[src/a16fd_pkg.sv]
package a16fd_pkg;

    localparam int unsigned WORD_W     = 16;
    localparam int unsigned DIV_STEPS  = 4;
    localparam int unsigned DIV_STAGES = WORD_W / DIV_STEPS;

    typedef enum logic [2:0] {
        ACT_ADD = 3'd0,
        ACT_SUB = 3'd1,
        ACT_MUL = 3'd2,
        ACT_DIV = 3'd3,
        ACT_CMP = 3'd4,
        ACT_SLT = 3'd5,
        ACT_SGT = 3'd6,
        ACT_ADC = 3'd7
    } t_action;

    typedef struct packed {
        logic eq;
        logic gtu;
        logic ltu;
        logic gts;
        logic lts;
    } t_rel;

    typedef struct packed {
        t_action             action;
        logic                dest_alias;
        logic [WORD_W-1:0]   a;
        logic [WORD_W-1:0]   b;
        logic [WORD_W:0]     sum;
        logic [2*WORD_W-1:0] product;
        t_rel                rel;
        logic [WORD_W-1:0]   dvsr;
        logic [WORD_W-1:0]   rem;
        logic [WORD_W-1:0]   quo;
    } t_item;

endpackage

[src/alu16_flags_floor_div_top.sv]
// 16-bit two's complement alu with condition flags and floored divide
// input channel: i_valid / o_stall with i_action, i_operand_a, i_operand_b,
//   i_carry_in and i_dest_alias; an item is taken when i_valid and not o_stall
// output channel: o_valid / i_stall with the result fields and written bits;
//   a result is taken when o_valid and not i_stall
// every item gives exactly one result, all actions share one pipeline
// the pipeline is seven registers deep (prepare, multiply and first divide
//   digits, three more divide stages of four quotient bits each, sign restore,
//   result select into the output register)
// throughput: one item per cycle while the output is not stalled
// a stall at the output (i_stall while o_valid) freezes the whole pipeline and raises o_stall;
//   nothing is lost or repeated, the output holds steady while stalled
// reset (i_rst_n low, synchronous) empties the pipeline, clears all valid bits
module alu16_flags_floor_div_top
    import a16fd_pkg::*;
(
    input  logic              i_clk,
    input  logic              i_rst_n,
    input  logic              i_valid,
    output logic              o_stall,
    input  logic [2:0]        i_action,
    input  logic [WORD_W-1:0] i_operand_a,
    input  logic [WORD_W-1:0] i_operand_b,
    input  logic              i_carry_in,
    input  logic              i_dest_alias,
    output logic              o_valid,
    input  logic              i_stall,
    output logic [WORD_W-1:0] o_primary_result,
    output logic [WORD_W-1:0] o_remainder_result,
    output logic              o_primary_written,
    output logic              o_remainder_written,
    output logic              o_flags_written,
    output logic              o_carry_flag,
    output logic              o_signed_overflow,
    output logic              o_equal_flag,
    output logic              o_greater_unsigned,
    output logic              o_less_unsigned,
    output logic              o_greater_signed,
    output logic              o_less_signed
);

    localparam int unsigned NST = DIV_STAGES + 2;

    logic  en;
    t_item r_st [NST];
    logic  r_v  [NST];
    t_item n_st [NST];
    logic  [WORD_W-1:0] div_rem [DIV_STAGES];
    logic  [WORD_W-1:0] div_quo [DIV_STAGES];

    logic [WORD_W-1:0] r_primary, n_primary;
    logic [WORD_W-1:0] r_remainder, n_remainder;
    logic r_pw, n_pw, r_rw, n_rw, r_fw, n_fw, r_cf, n_cf, r_sovf, n_sovf;
    t_rel r_rel, n_rel;
    logic r_ov;

    assign en      = !(r_ov && i_stall);
    assign o_stall = !en;

    // prepare
    always_comb begin
        logic [WORD_W-1:0] opb;
        logic              cin;
        opb = i_operand_b;
        cin = 1'b0;
        if (t_action'(i_action) == ACT_SUB) begin
            opb = WORD_W'(~i_operand_b + 1'b1);
        end
        if (t_action'(i_action) == ACT_ADC) begin
            cin = i_carry_in;
        end
        n_st[0]            = '0;
        n_st[0].action     = t_action'(i_action);
        n_st[0].dest_alias = i_dest_alias;
        n_st[0].a          = i_operand_a;
        n_st[0].b          = opb;
        n_st[0].sum        = {1'b0, i_operand_a} + {1'b0, opb} + {{WORD_W{1'b0}}, cin};
        n_st[0].rel.eq     = i_operand_a == i_operand_b;
        n_st[0].rel.gtu    = i_operand_a > i_operand_b;
        n_st[0].rel.ltu    = i_operand_a < i_operand_b;
        n_st[0].rel.gts    = $signed(i_operand_a) > $signed(i_operand_b);
        n_st[0].rel.lts    = $signed(i_operand_a) < $signed(i_operand_b);
        n_st[0].quo        = i_operand_a[WORD_W-1] ? WORD_W'(-i_operand_a) : i_operand_a;
        n_st[0].dvsr       = i_operand_b[WORD_W-1] ? WORD_W'(-i_operand_b) : i_operand_b;
        n_st[0].rem        = '0;
    end

    genvar g;
    generate
        for (g = 0; g < DIV_STAGES; g++) begin : g_div
            a16fd_div_stage #(.STEPS(DIV_STEPS)) u_div (
                .i_dvsr (r_st[g].dvsr),
                .i_rem  (r_st[g].rem),
                .i_quo  (r_st[g].quo),
                .o_rem  (div_rem[g]),
                .o_quo  (div_quo[g])
            );
            always_comb begin
                n_st[g+1]     = r_st[g];
                n_st[g+1].rem = div_rem[g];
                n_st[g+1].quo = div_quo[g];
                if (g == 0) begin
                    n_st[g+1].product = (2*WORD_W)'($signed(r_st[g].a) * $signed(r_st[g].b));
                end
            end
        end
    endgenerate

    // restore signs of truncated quotient and remainder
    always_comb begin
        n_st[NST-1] = r_st[NST-2];
        if (r_st[NST-2].a[WORD_W-1] ^ r_st[NST-2].b[WORD_W-1]) begin
            n_st[NST-1].quo = WORD_W'(-r_st[NST-2].quo);
        end
        if (r_st[NST-2].a[WORD_W-1]) begin
            n_st[NST-1].rem = WORD_W'(-r_st[NST-2].rem);
        end
    end

    // result select
    always_comb begin
        t_item it;
        logic  [WORD_W-1:0] q;
        logic  [WORD_W-1:0] r;
        it          = r_st[NST-1];
        q           = it.quo;
        r           = it.rem;
        n_primary   = '0;
        n_remainder = '0;
        n_pw        = 1'b0;
        n_rw        = 1'b0;
        n_fw        = 1'b0;
        n_cf        = 1'b0;
        n_sovf      = 1'b0;
        n_rel       = '0;
        case (it.action)
            ACT_ADD, ACT_SUB, ACT_ADC: begin
                n_primary = it.sum[WORD_W-1:0];
                n_pw      = 1'b1;
                if (!it.dest_alias) begin
                    n_fw   = 1'b1;
                    n_cf   = it.sum[WORD_W];
                    n_sovf = !(it.a[WORD_W-1] ^ it.b[WORD_W-1])
                             && (it.a[WORD_W-1] ^ it.sum[WORD_W-1]);
                end
            end
            ACT_MUL: begin
                n_primary = it.product[WORD_W-1:0];
                n_pw      = 1'b1;
                if (!it.dest_alias) begin
                    n_fw   = 1'b1;
                    n_sovf = !((&it.product[2*WORD_W-1:WORD_W-1])
                               || !(|it.product[2*WORD_W-1:WORD_W-1]));
                end
            end
            ACT_DIV: begin
                if (it.b != '0) begin
                    if (r != '0 && (it.a[WORD_W-1] ^ it.b[WORD_W-1])) begin
                        q = WORD_W'(q - 1'b1);
                        r = WORD_W'(r + it.b);
                    end
                    n_primary = q;
                    n_pw      = 1'b1;
                    if (!it.dest_alias) begin
                        n_remainder = r;
                        n_rw        = 1'b1;
                    end
                end
            end
            ACT_CMP: begin
                n_fw  = 1'b1;
                n_rel = it.rel;
            end
            ACT_SLT: begin
                n_primary = {{(WORD_W-1){1'b0}}, it.rel.lts};
                n_pw      = 1'b1;
            end
            ACT_SGT: begin
                n_primary = {{(WORD_W-1){1'b0}}, it.rel.gts};
                n_pw      = 1'b1;
            end
            default: begin
            end
        endcase
    end

    always_ff @(posedge i_clk) begin
        if (!i_rst_n) begin
            for (int k = 0; k < NST; k++) begin
                r_v[k] <= 1'b0;
            end
            r_ov <= 1'b0;
        end else if (en) begin
            r_v[0] <= i_valid;
            for (int k = 1; k < NST; k++) begin
                r_v[k] <= r_v[k-1];
            end
            r_ov <= r_v[NST-1];
        end
    end

    always_ff @(posedge i_clk) begin
        if (en) begin
            for (int k = 0; k < NST; k++) begin
                r_st[k] <= n_st[k];
            end
            r_primary   <= n_primary;
            r_remainder <= n_remainder;
            r_pw        <= n_pw;
            r_rw        <= n_rw;
            r_fw        <= n_fw;
            r_cf        <= n_cf;
            r_sovf      <= n_sovf;
            r_rel       <= n_rel;
        end
    end

    assign o_valid             = r_ov;
    assign o_primary_result    = r_primary;
    assign o_remainder_result  = r_remainder;
    assign o_primary_written   = r_pw;
    assign o_remainder_written = r_rw;
    assign o_flags_written     = r_fw;
    assign o_carry_flag        = r_cf;
    assign o_signed_overflow   = r_sovf;
    assign o_equal_flag        = r_rel.eq;
    assign o_greater_unsigned  = r_rel.gtu;
    assign o_less_unsigned     = r_rel.ltu;
    assign o_greater_signed    = r_rel.gts;
    assign o_less_signed       = r_rel.lts;

endmodule

[src/a16fd_div_stage.sv]
module a16fd_div_stage
    import a16fd_pkg::*;
#(
    parameter int unsigned STEPS = DIV_STEPS
) (
    input  logic [WORD_W-1:0] i_dvsr,
    input  logic [WORD_W-1:0] i_rem,
    input  logic [WORD_W-1:0] i_quo,
    output logic [WORD_W-1:0] o_rem,
    output logic [WORD_W-1:0] o_quo
);

    logic [WORD_W-1:0] rem;
    logic [WORD_W-1:0] quo;
    logic [WORD_W:0]   trial;

    // restoring steps, one quotient bit each
    always_comb begin
        rem   = i_rem;
        quo   = i_quo;
        trial = '0;
        for (int k = 0; k < STEPS; k++) begin
            trial = {rem, quo[WORD_W-1]};
            quo   = {quo[WORD_W-2:0], 1'b0};
            if (trial >= {1'b0, i_dvsr}) begin
                trial  = trial - {1'b0, i_dvsr};
                quo[0] = 1'b1;
            end
            rem = trial[WORD_W-1:0];
        end
        o_rem = rem;
        o_quo = quo;
    end

endmodule
[config.mk]
export PLATFORM = sky130hd
export DESIGN_NAME = alu16_flags_floor_div_top
export DESIGN_NICKNAME = d
export VERILOG_FILES = /design/src/a16fd_pkg.sv /design/src/alu16_flags_floor_div_top.sv /design/src/a16fd_div_stage.sv
export SDC_FILE = /design/constraint.sdc
export NUM_CORES = 2
export LEC_CHECK = 0
export BUFFER_PORTS_ARGS = -buffer_cell sky130_fd_sc_hd__buf_2
export CAP_MARGIN = 30
export CORE_MARGIN = 5
export CORE_UTILIZATION = 55
export DETAILED_ROUTE_END_ITERATION = 12
export GPL_ROUTABILITY_DRIVEN = 0
export HOLD_SLACK_MARGIN = 0.05
export MAX_ROUTING_LAYER = met4
export PLACE_DENSITY = 0.71
export SLEW_MARGIN = 20
export SYNTH_ARGS = -nofsm -noshare
export SYNTH_HDL_FRONTEND = slang
export SYNTH_SLANG_ARGS = --single-unit
export TNS_END_PERCENT = 50
[constraint.sdc]
create_clock -name i_clk -period 27.8 [get_ports i_clk]
set_input_delay 2.78 -clock i_clk [delete_from_list [all_inputs] [get_ports i_clk]]
set_output_delay 2.78 -clock i_clk [all_outputs]
set_load 0.05 [all_outputs]
# Word-level counts from Yosys, hierarchy flattened
# Memory sizes are Yosys's and may differ from the RTL's. A register that Yosys moved wholly into a read port is not among the register bits.
# Index checks and enable logic that the tools add are counted.
totals:
  mem_count: 2
  wordCells: 162
  mem_bits_rw: 834
  output_inout_bits: 44
  register_bits: 42
  input_bits: 41
classes:
  eq_ne: 10
  bitwise: 13
  muxes: 59
  n_mul: 1
  add_sub_neg: 25
  order_cmp: 20
  n_reduce_logical: 20
mem_list:
  columns: ["memory", "depth", "width", "rd", "rd_ports_with_merged_regs", "write_ports", "line_no", "text"]
  rows:
  - ["r_st", 6, 138, 6, 0, 6, "alu16_flags_floor_div_top.sv:45", "t_item r_st [NST];"]
  - ["r_v", 6, 1, 6, 1, 6, "alu16_flags_floor_div_top.sv:46", "logic r_v [NST];"]
op_table:
  columns: ["op", "count"]
  rows:
  - ["$mux W16", 24]
  - ["$ge A17 B16 Y1", 16]
  - ["$sub A16 B16 Y16", 16]
  - ["$pmux W16 S5", 1]
  - ["$neg A16 Y16", 4]
  - ["$gt A16 B16 Y1", 2]
  - ["$lt A16 B16 Y1", 2]
  - ["$mul A16 B16 Y32", 1]
  - ["$reduce_bool A16 Y1", 2]
  - ["$mux W1", 31]
  - ["$add A16 B16 Y17", 1]
  - ["$add A17 B1 Y17", 1]
  - ["$reduce_and A17 Y1", 1]
  - ["$reduce_or A17 Y1", 1]
  - ["$add A16 B1 Y16 const B", 1]
  - ["$add A16 B16 Y16", 1]
  - ["$eq A16 B16 Y1", 1]
  - ["$not A16 Y16", 1]
  - ["$sub A16 B1 Y16 const B", 1]
  - ["$eq A3 B3 Y1 const B", 5]
  - ["$eq A3 B1 Y1 const B", 2]
  - ["$eq A3 B2 Y1 const B", 2]
  - ["$or A1 B1 Y1", 6]
  - ["$pmux W1 S2", 3]
  - ["other kinds (11)", 22]

# Logic depth before layout (Yosys ltp)
# An unclocked memory read counts as a cell.
depth:
  depth_word: 9
  ltp_mapped: 50
  mapped_depth_nobuf: 46

# By module
# A second synthesis with hierarchy kept.
hier_totals:
  hier_cells: 4472
  hier_area_um2: 50683.6
modules_own_cells:
  columns: ["mod", "instances", "area_each_um2", "cells_per_inst"]
  rows:
  - ["alu16_flags_floor_div_top", 1, 35621.7, 2468]
  - ["a16fd_div_stage at g_div[0].u_div ...", 2, 3703.6, 493]
  - ["a16fd_div_stage at g_div[2].u_div", 1, 3829.9, 511]
  - ["a16fd_div_stage at g_div[3].u_div", 1, 3824.9, 507]

# Worst setup path before layout
# OpenSTA, ideal clock, no wires.
synth_path:
  path_type: "input to output"
  startpoint: "input i_stall"
  endpoint: "output o_stall"
  required_ns: 25.020
  path_stages: 2
  slack_ns: -0.735
  arrival_time_ns: 25.755
  n_path_buf: 0
  cell_sequence: "nand2_1 > clkinv_1"
synth_between:
  elab_chain_len: 1
synth_lines:
  columns: ["element", "line_no", "text"]
  rows:
  - ["from (decl)", "alu16_flags_floor_div_top.sv:27", "input logic i_stall,"]
  - ["$logic_and A1 B1 Y1", "alu16_flags_floor_div_top.sv:57", "assign en = !(r_ov && i_stall);"]
  - ["to (decl)", "alu16_flags_floor_div_top.sv:20", "output logic o_stall,"]
# No other way between the ends.

==> results.json <==
{
  "run_status": "finished clean",
  "slowest_delay_ns": 0.67,
  "yosys_register_bits": 717,
  "routed-via-count": 32664,
  "antenna_found_initial": 3,
  "setup_repair_after_global_routing_missed_its_margin": "no",
  "worstPathMaxFanout": 22,
  "post_synth_inst_count": 4345,
  "critical_path.slowest_cell": "sky130_fd_sc_hd__a221o_1",
  "post-dp-hpwl_microns": 81980,
  "vias_per_cell": 5.767,
  "synth.net_count": 5041,
  "cts_setup_buffers": 0,
  "max_cap_viol_count": 0,
  "synth_flop_cell": "sky130_fd_sc_hd__edfxtp_1",
  "first_iter_violations": 2779,
  "synth-seq-area-share_pct": 43.83,
  "die_y_microns": 308.4,
  "tightestPinTransition_ns": 0.9677,
  "routed_wire_length_per_instance_microns": 18.82,
  "cp.arrival_ns": 12.50,
  "yosys.area.top_type": "sky130_fd_sc_hd__edfxtp_1",
  "synth_largest_type_area_fraction_pct": 43.58,
  "final_antenna_net_count": 0,
  "die_area_sq_um": 95140,
  "critical_path.startpoint_type": "flop",
  "number_of_buffers_created_by_cts": 74,
  "yosys-top-cells-area": "sky130_fd_sc_hd__edfxtp_1 (44%), sky130_fd_sc_hd__fa_1 (11%), sky130_fd_sc_hd__ha_1 (9.6%)",
  "dr.pass1.iters": 6,
  "synth-async-reset-ratio_pct": 0,
  "holdPathStages": 0,
  "final_clock_skew_ns": 0.03443,
  "placement_rows": 109,
  "drc": 0,
  "netlist_area_sq_um": 48990,
  "finish.net_count": 5139,
  "nFillCells": 7145,
  "drive_above_1_share_pct": 7.892,
  "max-slew-margin-rel_pct": 35.49,
  "initial_standard_cell_utilization_of_the_core_pct": 55.43,
  "clock_sinks": 717,
  "synth-edff-count": 711,
  "critPathTopFamily": "compound AO/OA/AOI/OAI gates",
  "grt_max_degree": 183,
  "dieWidth_microns": 308.4,
  "core_area_sq_um": 88370,
  "final_setup_viols": 0,
  "overflow": 0,
  "cts_tree": "built",
  "clock_insertion_delay_at_the_later_pin_of_the_skew_report_ns": 0.65,
  "worst_setup_hold_path_clk_slew_ns": 0.06,
  "route.final.wire_length_microns": 106600,
  "cts.path.max_buffers": 3,
  "grt_first_pass_wirelength_microns": 171600,
  "ys_types": 93,
  "hold_viol": 0,
  "top_level_pins": 85,
  "syn2layout_area_growth_pct": 8.492,
  "register_to_register_path_depth": 43,
  "critical_path_end_type": "flop",
  "totalNegativeSetupSlack_ns": 0,
  "hold_path_class": "flop to flop",
  "crit_type": "flop to flop",
  "cts-root-buf": "sky130_fd_sc_hd__clkbuf_16",
  "final.min_clock_period_ns": 12.13,
  "worst-path-stages": 43,
  "pins_over_their_slew_limit": 0,
  "io_buffers": 84,
  "timing.critical_path.mode_cell": "sky130_fd_sc_hd__o21ai_0",
  "tcrit_tclk_final_pct": 43.64,
  "max_freq_ghz": 0.08243,
  "number_of_global_route_vias_before_repair": 32650,
  "syn_avg_cell_area_sq_um": 11.27,
  "worst-path-buf-inv": 5,
  "ys.warnings.count": 0,
  "htreeDepth": 3,
  "grt_use_total_pct": 23.24,
  "cts_resized": 0,
  "hold_buffers": 0,
  "cp_data_required_time_ns": 28.17
}
==> flip-flops by register name, summed over array words and instances (netlist names), 6 cells and up <==
signal,cells
o_primary_result,16
r_st,668
o_remainder_result,16
r_v,6
==> cells in the mapped netlist, types with 18 or more instances <==
| library cell | n |
|---|---|
| sky130_fd_sc_hd__and2_1 | 111 |
| sky130_fd_sc_hd__a211oi_1 | 20 |
| sky130_fd_sc_hd__ha_1 | 375 |
| sky130_fd_sc_hd__o21ai_0 | 201 |
| sky130_fd_sc_hd__o21bai_1 | 27 |
| sky130_fd_sc_hd__nor3_1 | 71 |
| sky130_fd_sc_hd__nand2b_1 | 62 |
| sky130_fd_sc_hd__mux2i_1 | 23 |
| sky130_fd_sc_hd__clkbuf_1 | 71 |
| sky130_fd_sc_hd__xnor2_1 | 219 |
| sky130_fd_sc_hd__a31oi_1 | 18 |
| sky130_fd_sc_hd__a21oi_1 | 225 |
| sky130_fd_sc_hd__inv_1 | 491 |
| sky130_fd_sc_hd__a22oi_1 | 18 |
| sky130_fd_sc_hd__and3_1 | 30 |
| sky130_fd_sc_hd__mux2_2 | 91 |
| sky130_fd_sc_hd__edfxtp_1 | 711 |
| sky130_fd_sc_hd__xor2_1 | 81 |
| sky130_fd_sc_hd__or3_1 | 32 |
| sky130_fd_sc_hd__a21o_1 | 80 |
| sky130_fd_sc_hd__a21boi_0 | 23 |
| sky130_fd_sc_hd__nor2_1 | 182 |
| sky130_fd_sc_hd__nor4_1 | 39 |
| sky130_fd_sc_hd__nand4_1 | 61 |
| sky130_fd_sc_hd__nor2b_1 | 39 |
| sky130_fd_sc_hd__nand3_1 | 57 |
| sky130_fd_sc_hd__o31ai_1 | 31 |
| sky130_fd_sc_hd__fa_1 | 280 |
| sky130_fd_sc_hd__nand2_1 | 399 |
| sky130_fd_sc_hd__o21a_1 | 53 |
==> worst paths after layout <==
check,end,startpoint,slack [ns]
setup / recovery,r_st[3][28],r_st[2][33],15.67
hold / removal,r_st[2][85],r_st[1][85],0.40
setup reg to reg,r_st[3][28],r_st[2][33],15.67
hold reg to reg,r_st[2][85],r_st[1][85],0.40
==> cell families after synthesis <==
| family | count (synthesis) | synth area share (%) |
|---|---|---|
| AO/OA/AOI/OAI | 831 | 10.97 |
| flip-flops | 717 | 43.83 |
| buffers and inverters | 581 | 4.541 |
| AND/OR/NAND/NOR | 1139 | 11.47 |
| adder cells (fa/ha/maj) | 655 | 21.02 |
| XOR/XNOR | 300 | 5.364 |
| multiplexers | 122 | 2.807 |
==> metal layers <==
layer / part of all wire (%) / vias up / track usage (%)
met3: 5.9 / 208 / 3.028
met1: 45 / 15845 / 31.97
met2: 46 / 978 / 36.05
met5: 0 / - / -
li1: - / 15633 / -
met4: 3.7 / 0 / 8.182
==> final cells by class <==
type | instances | area, sq um | share of cell area, %
timing repair buffer | 105 | 630.6 | 1.186
tap | 1165 | 1458 | 2.743
antenna | 1 | 2.502 | 0.004708
clock inverter | 39 | 478.0 | 0.8993
inverter | 498 | 1869 | 3.517
sequential | 717 | 21470 | 40.40
multi-input combinational | 3047 | 25320 | 47.64
clock buffer | 92 | 1919 | 3.611
==> cell usage in the layout (no fill, tap or decap), drive strengths merged, types with 99 or more instances in the layout <==
master and count:
mux2 99, o21ai 203, ha 375, edfxtp 711, a21oi 228, nand2 400
and2 111, buf 105, fa 280, nor2 182, xnor2 219, inv 500
==> through the flow <==
step / worst slack, ns / cell area (sq um) / hold WS, ns / utilization [%] / std cells
2_1_floorplan: 9.159 / 48990 / 0.4003 / - / 4345
3_3_place_gp: 15.99 / 50690 / 0.4004 / 57.36 / 5530
3_5_place_dp: 15.72 / 50720 / 0.4045 / 57.39 / 5531
4_1_cts: 15.69 / 53120 / 0.4007 / 60.11 / 5662
5_1_grt: 14.65 / 53150 / 0.4102 / 60.14 / 5664
6_report: 15.67 / 53150 / 0.3961 / 60.14 / 5664
Power is left out: the tool's default activity adds up to more than one toggle a clock period on the data nets, which glitch-free logic cannot reach.
